==> config.mk <==
export PLATFORM = sky130hd
export DESIGN_NAME = mss_ctrl
export DESIGN_NICKNAME = d
export VERILOG_FILES = /design/src/rtl/mss_pkg.sv /design/src/rtl/mss_ctrl.sv
export SDC_FILE = /design/constraint.sdc
export NUM_CORES = 1
export LEC_CHECK = 0
export ABC_CLOCK_PERIOD_IN_PS = 800
export BUFFER_PORTS_ARGS = -buffer_cell sky130_fd_sc_hd__buf_2
export CORE_AREA = 2 2 39 41
export CTS_CLUSTER_SIZE = 12
export DETAILED_ROUTE_END_ITERATION = 12
export DIE_AREA = 0 0 41 43
export HOLD_SLACK_MARGIN = 0.15
export SKIP_LAST_GASP = 1
export SLEW_MARGIN = 0
export SYNTH_ARGS = -nofsm -noshare
export SYNTH_HDL_FRONTEND = slang
export SYNTH_SLANG_ARGS = --single-unit
==> constraint.sdc <==
create_clock -name clock -period 0.8 [get_ports clock]
set_clock_uncertainty 0.1 [all_clocks]
set_input_delay 0.04 -clock clock [delete_from_list [all_inputs] [get_ports clock]]
set_output_delay 0.04 -clock clock [all_outputs]
set_load 0.005 [all_outputs]
==> src/rtl/mss_pkg.sv <==
// Shared constants, codes and types for the multi-section stack store.
// Depends on nothing; every other file of the block but mss_ram imports it.
package mss_pkg;

   // Default sizes, handed to the top-level parameters
   localparam int DEF_MAX_SECTIONS    = 16;
   localparam int DEF_POOL_ENTRIES    = 256;
   localparam int DEF_PACKAGE_ID_BITS = 16;

   // Fixed field widths
   localparam int SECTION_BITS = 8;
   localparam int COUNT_BITS   = 5;
   localparam int STATUS_BITS  = 2;

   typedef logic [STATUS_BITS-1:0] status_type;

   localparam status_type ST_OK        = 2'd0;
   localparam status_type ST_RANGE     = 2'd1;
   localparam status_type ST_EMPTY     = 2'd2;
   localparam status_type ST_POOL_FULL = 2'd3;

   localparam logic KIND_STORE    = 1'b0;
   localparam logic KIND_RETRIEVE = 1'b1;

   // Commands from the controller to the datapath
   typedef struct packed {
      logic accept;     // capture request, launch node read
      logic commit;     // apply update, load result register
      logic cfg_write;  // take new section count, empty every stack
   } mss_cmd_type;

endpackage

==> src/rtl/mss_ctrl.sv <==
// Controller of the multi-section stack store: request/response handshake
// and the two-step sequence per request. Depends on mss_pkg.
module mss_ctrl (
   input  logic                 clock,
   input  logic                 reset,
   input  logic                 req_valid,
   output logic                 req_ready,
   output logic                 rsp_valid,
   input  logic                 rsp_ready,
   input  logic                 csr_valid,
   output logic                 csr_ready,
   output mss_pkg::mss_cmd_type cmd
);
   import mss_pkg::*;

   localparam logic ST_IDLE = 1'b0;
   localparam logic ST_EXEC = 1'b1;

   logic state_ff, state_in;
   logic rsp_valid_ff, rsp_valid_in;
   logic out_free;

   assign out_free      = !rsp_valid_ff || rsp_ready;
   assign req_ready     = (state_ff == ST_IDLE);
   assign csr_ready     = (state_ff == ST_IDLE);
   assign cmd.accept    = req_valid && req_ready;
   assign cmd.commit    = (state_ff == ST_EXEC) && out_free;
   assign cmd.cfg_write = csr_valid && csr_ready;

   always_comb begin
      state_in = state_ff;
      case (state_ff)
         ST_IDLE: begin
            if (cmd.accept) begin
               state_in = ST_EXEC;
            end
         end
         ST_EXEC: begin
            if (cmd.commit) begin
               state_in = ST_IDLE;
            end
         end
         default: state_in = ST_IDLE;
      endcase
   end

   always_comb begin
      rsp_valid_in = rsp_valid_ff;
      if (cmd.commit) begin
         rsp_valid_in = 1'b1;
      end else if (rsp_ready) begin
         rsp_valid_in = 1'b0;
      end
   end

   always_ff @(posedge clock) begin
      if (reset) begin
         state_ff     <= ST_IDLE;
         rsp_valid_ff <= 1'b0;
      end else begin
         state_ff     <= state_in;
         rsp_valid_ff <= rsp_valid_in;
      end
   end

   assign rsp_valid = rsp_valid_ff;

   a_result_from_exec: assert property (@(posedge clock) disable iff (reset)
      $rose(rsp_valid_ff) |-> $past(state_ff) == ST_EXEC)
      else $error("result appeared without an execute step");

endmodule

==> flow_summary.toml, run 1 <==
[power_and_ir_drop]
power.share.combinational_pct = 18.6
ir_worst_vdd_mv = 0.412
netSwitchingPower_uw = 86.4
clock_power_share_pct = 54.0
power.total_uw = 409
cellLeakagePower_nw = 0.112
power.share.switching_pct = 21.1
power.density_cell_area_mw_per_mm2 = 1750
internal_power_uw = 323
power.share.sequential_pct = 27.5

[die]
io_pins = 11
design.die.area_mm2 = 0.00176
die_h_um = 43
die_width_um = 41
floorplan.initialDensity_pct = 8.05
core-area_mm2 = 0.00138
row_count = 14

[worst_setup_path]
start_kind = "flop"
crit_family = "flip-flops"
reg2regPathDepth = 2
cp_cell_sequence = "and2b_2 > buf_2"
slowest_stage_delay_on_critical_path_ns = 0.35
critPathBufInv = 1
worstSetupEndpointType = "primary output"
required_ns = 0.66
setup.worst_path.class = "flop to primary output"
crit-reg2reg-launch = "state_ff"
path_depth = 2
critPathMaxFanout = 5
worst_ep_arrival_time_ns = 0.89
timing.reg2reg.setup_slack_ns = -0.17
regToRegEndpoint = "state_ff"
critical-path-slowest-cell = "sky130_fd_sc_hd__dfxtp_4"

[clock_network]
cts_tree = "done"
clock_tree.buffer_depth = 2
cts.root.buffer_cell = "sky130_fd_sc_hd__clkbuf_4"
htree_num_levels = 1
clock_sinks = 2
worst_setup_hold_path_clk_slew_ns = 0.03
clock_latency_at_the_later_pin_of_the_worst_skew_pair_ns = 0.22
cts_made_buffers = 3

[cells_and_area]
design_area_um2 = 234
areaGrowthSynthToFinish_pct = 110
final_cell_mix = "sky130_fd_sc_hd__buf_2, sky130_fd_sc_hd__clkbuf_4, sky130_fd_sc_hd__and2b_2, sky130_fd_sc_hd__buf_6, sky130_fd_sc_hd__buf_4"
layout.nets = 32
fill_cells = 156
antenna_cells_inserted = 0
multi_input_area_um2 = 65.1
drive_above_1_share_pct = 88.0
post-route-util_pct = 16.9
layout.area.seq_um2 = 45.0
final-instance-count-excl-fill = 41
layout_commonest_cell = "sky130_fd_sc_hd__buf_2"

[global_routing]
groute.usage.overall_pct = 4.11
grt_pass1_wl_um = 372
grt_remaining_overflow = 0
grt_pass1_vias = 116
grt_antenna_before_repair = 0
pin_count_of_the_biggest_net_entering_global_routing = 6

[placed_design]
buffer_ports.inserted = 10
placedInstanceArea_um2 = 176
dp_worst_setup_slack_ns = -0.140
globalplace.congestion = 0.670
dp.cells = 37

[min_path]
timing.hold.worst.start = "reset"
hold-path-endpoint = "rsp_valid"
hold_depth = 2
timing.hold.worst.class = "primary input to flop"

[sta]
setup_viol_count_final = 8
final_max_slew_viol_count = 0
tightestPinTransition_ns = 0.174
relSlewSlack_pct = 88.3
hold_violations = 2
rsz0062_at_grt = "true"
max_freq_mhz = 970
final.setup.worst_slack_ns = -0.231
totalNegativeSetupSlack_ns = -1.29
final.hold.worst_slack_ns = -0.0952
fin_crit_ns = 1.03
final_min_period_over_clock_period_pct = 129

[routing]
final_antenna_net_count = 0
post-route-drc-count = 0
routed_via_density = 3.05
detailroute.via_count = 125
routed_wirelength_um = 273
routed_wire_length_per_instance_um = 6.66
drc_marker_count_from_the_first_detailed_route_iteration = 0
drtPass1Iterations = 1

[yosys]
synth_warnings = 0
synthesis.instances = 12
post_synth_num_cell_types = 9
postSynthNetCount = 17
postSynthAreaPerCell_um2 = 9.28
synth.ff_latch_count = 2
netlist_area_um2 = 111
seq_area_frac_synth_pct = 36.0

[outcome]
outcome = "finished, violations left"
violations = "hold timing, setup timing"

[run]
timing.max_cap.violations = 0
==> Yosys cell counts <==
master | count | area [µm²]
sky130_fd_sc_hd__and2b_2 | 2 | 17.5
sky130_fd_sc_hd__buf_4 | 2 | 15.0
sky130_fd_sc_hd__dfxtp_1 | 2 | 40.0
sky130_fd_sc_hd__a21oi_1 | 1 | 5.00
sky130_fd_sc_hd__and2_2 | 1 | 7.51
sky130_fd_sc_hd__inv_1 | 1 | 3.75
sky130_fd_sc_hd__nand2b_1 | 1 | 6.26
sky130_fd_sc_hd__o31ai_1 | 1 | 7.51
sky130_fd_sc_hd__or3b_1 | 1 | 8.76
==> worst max path at each step <==
stage | from | endpoint | slack, ns
final | state_ff | cmd[2] | -0.23
after global routing | state_ff | cmd[0] | -0.28
after CTS | state_ff | cmd[2] | -0.25
after detailed placement | state_ff | state_ff | -0.14
after global placement | state_ff | state_ff | -0.11
after floorplan | state_ff | state_ff | -0.09
==> cell type report <==
| type | instances | share of cell area [%] |
|---|---|---|
| timing repair buffer | 12 | 33.2 |
| multi-input combinational | 7 | 27.8 |
| sequential | 2 | 19.3 |
| clock buffer | 3 | 9.63 |
| tap | 16 | 8.56 |
| inverter | 1 | 1.60 |
==> timing repair <==
item,in CTS,in global routing
setup buffers,1,0
hold endpoints to repair,2,2
resized for setup,2,4
setup endpoints to repair,6,8
pin swaps,1,0
==> cells by family (layout without fill, tap and decap cells) <==
group / after synthesis / in the layout / share of synthesized area [%]
simple gates: 5 / 5 / 36.0
buf+inv: 3 / 16 / 16.8
compound gates: 2 / 2 / 11.2
flops: 2 / 2 / 36.0
==> flip-flops by register name, summed over array words and instances (netlist names) <==
signal	cells
rsp_valid	1
state_ff	1
==> power groups by stage <==
stage / combinational, mW / sequential (mW) / clock [mW]
global placement: 0.0572 / 0.114 / 0
finish: 0.0760 / 0.112 / 0.221
CTS: 0.0652 / 0.115 / 0.231
detailed placement: 0.0583 / 0.114 / 0
floorplan: 0.0320 / 0.113 / 0
global route: 0.0828 / 0.114 / 0.257
==> routing by layer <==
metal  vias to the layer above  global-route usage [%]  part of all wire, %
li1                         65                       -                    -
met1                        54                    3.51                   43
met2                         6                    3.75                   48
met3                         0                    3.14                  8.1
met4                         0                    8.00                    0
met5                         -                       0                    0
Power figures use the tool's default switching activity.
==> run 2: changes to the inputs <==
--- a/config.mk
+++ b/config.mk
@@ -12,6 +12,7 @@
 export DETAILED_ROUTE_END_ITERATION = 12
 export DIE_AREA = 0 0 41 43
 export HOLD_SLACK_MARGIN = 0.15
+export PLACE_DENSITY = 0.3
 export SKIP_LAST_GASP = 1
 export SLEW_MARGIN = 0
 export SYNTH_ARGS = -nofsm -noshare
==> flow_summary.toml, run 2 (same netlist as run 1, synthesis figures left out) <==
[outcome]
outcome = "finished, violations left"
violations = "hold timing, setup timing"

[routing]
routed_via_density = 3.09
routed_wire_length_per_instance_um = 7.30
drc_marker_count_from_the_first_detailed_route_iteration = 2
post-route-drc-count = 0
routed_wirelength_um = 314
detailroute.via_count = 133
final_antenna_net_count = 0
drtPass1Iterations = 2

[cells_and_area]
layout.nets = 34
layout_commonest_cell = "sky130_fd_sc_hd__buf_2"
final_cell_mix = "sky130_fd_sc_hd__buf_2, sky130_fd_sc_hd__clkbuf_4, sky130_fd_sc_hd__buf_4"
fill_cells = 165
areaGrowthSynthToFinish_pct = 111
design_area_um2 = 235
drive_above_1_share_pct = 85.2
multi_input_area_um2 = 56.3
layout.area.seq_um2 = 42.5
antenna_cells_inserted = 0

[sta]
final_max_slew_viol_count = 0
relSlewSlack_pct = 87.3
rsz0062_at_grt = "true"
final_min_period_over_clock_period_pct = 137
final.hold.worst_slack_ns = -0.0951
max_freq_mhz = 911
tightestPinTransition_ns = 0.189
setup_viol_count_final = 6
fin_crit_ns = 1.10
hold_violations = 2
final.setup.worst_slack_ns = -0.298

[worst_setup_path]
setup.worst_path.class = "flop to primary output"
cp_cell_sequence = "buf_6 > and2b_2 > buf_6"
critPathMaxFanout = 4
critical-path-slowest-cell = "sky130_fd_sc_hd__dfxtp_2"
required_ns = 0.66
start_kind = "flop"
critPathBufInv = 2
slowest_stage_delay_on_critical_path_ns = 0.33
timing.critical_path.mode_cell = "sky130_fd_sc_hd__buf_6"
worstSetupEndpointType = "primary output"
crit_family = "flip-flops"
worst_ep_arrival_time_ns = 0.96

[global_routing]
grt_antenna_before_repair = 0
groute.usage.overall_pct = 4.90
grt_pass1_vias = 141
pin_count_of_the_biggest_net_entering_global_routing = 5
grt_pass1_wl_um = 496
grt_remaining_overflow = 0

[power_and_ir_drop]
power.share.combinational_pct = 19.3
power.share.sequential_pct = 27.7
power.share.switching_pct = 20.2
power.total_uw = 407
power.density_cell_area_mw_per_mm2 = 1730
cellLeakagePower_nw = 0.114
internal_power_uw = 325
netSwitchingPower_uw = 82.1
ir_worst_vdd_mv = 0.208
clock_power_share_pct = 53.0

[placed_design]
placedInstanceArea_um2 = 191
dp_worst_setup_slack_ns = -0.113
buffer_ports.inserted = 10
globalplace.congestion = 0.566

[clock_network]
clock_latency_at_the_later_pin_of_the_worst_skew_pair_ns = 0.22
cts_made_buffers = 3
clock_tree.buffer_depth = 2
worst_setup_hold_path_clk_slew_ns = 0.03
clock_sinks = 2
cts.root.buffer_cell = "sky130_fd_sc_hd__clkbuf_4"
htree_num_levels = 1
holdBufCountCts = 1
cts_tree = "done"

[die]
row_count = 14
die_h_um = 43
floorplan.initialDensity_pct = 8.05
die_width_um = 41
core-area_mm2 = 0.00138
design.die.area_mm2 = 0.00176
io_pins = 11

[min_path]
timing.hold.worst.class = "primary input to flop"

[run]
timing.max_cap.violations = 0
[run 2: metal layers]
layer | share of wire [%] | GRT usage [%] | up-vias | routed length (µm)
met5 | 0 | 0 | - | 0
met4 | 0 | 6.00 | 0 | 0
met3 | 13 | 3.14 | 0 | 40
met2 | 58 | 7.81 | 10 | 182
met1 | 29 | 2.87 | 56 | 91
li1 | - | - | 67 | -
[run 2: repair_timing]
action,4_1_cts,5_1_grt
endpoints found under the setup margin,6,7
pin swaps,1,1
buffers inserted,1,0
endpoints found under the hold margin,2,2
resized for setup,1,2
[run 2: final cells by class]
cell class / instances / area share [%]
repair buffers: 14 / 38.3
multi-input cells: 7 / 23.9
flip-flops and latches: 2 / 18.1
inverters: 1 / 1.60
clock buffers: 3 / 9.57
well taps: 16 / 8.51
[run 2: metrics by stage]
step / utilization, % / TNS (ns) / instances
after floorplan: - / -0.116 / 12
after global placement: 13.8 / -0.266 / 39
after detailed placement: 13.8 / -0.306 / 39
after CTS: 17.0 / -1.67 / 44
after global routing: 17.0 / -1.72 / 43
final: 17.0 / -1.45 / 43
[run 2: worst paths after layout]
path / from / end / slack (ns) / cells after the start
setup reg to reg: state_ff / state_ff / -0.15 / 2
hold reg to reg: state_ff / state_ff / 0.44 / 2
hold / removal: reset / rsp_valid / -0.1 / 2
setup / recovery: state_ff / cmd[0] / -0.30 / 3
[run 2: worst register-to-register path, stage by stage, from the launching register on]
cell                      delay (ns)
sky130_fd_sc_hd__dfxtp_2        0.32
sky130_fd_sc_hd__or3b_1         0.37
sky130_fd_sc_hd__o31ai_1        0.07
[run 2: power groups by stage]
stage	combinational (mW)	clock [mW]	sequential, mW
6_report	0.0786	0.216	0.113
5_1_grt	0.0880	0.226	0.114
4_1_cts	0.0764	0.227	0.113
3_5_place_dp	0.0677	0	0.113
3_3_place_gp	0.0679	0	0.112
2_1_floorplan	0.0320	0	0.113
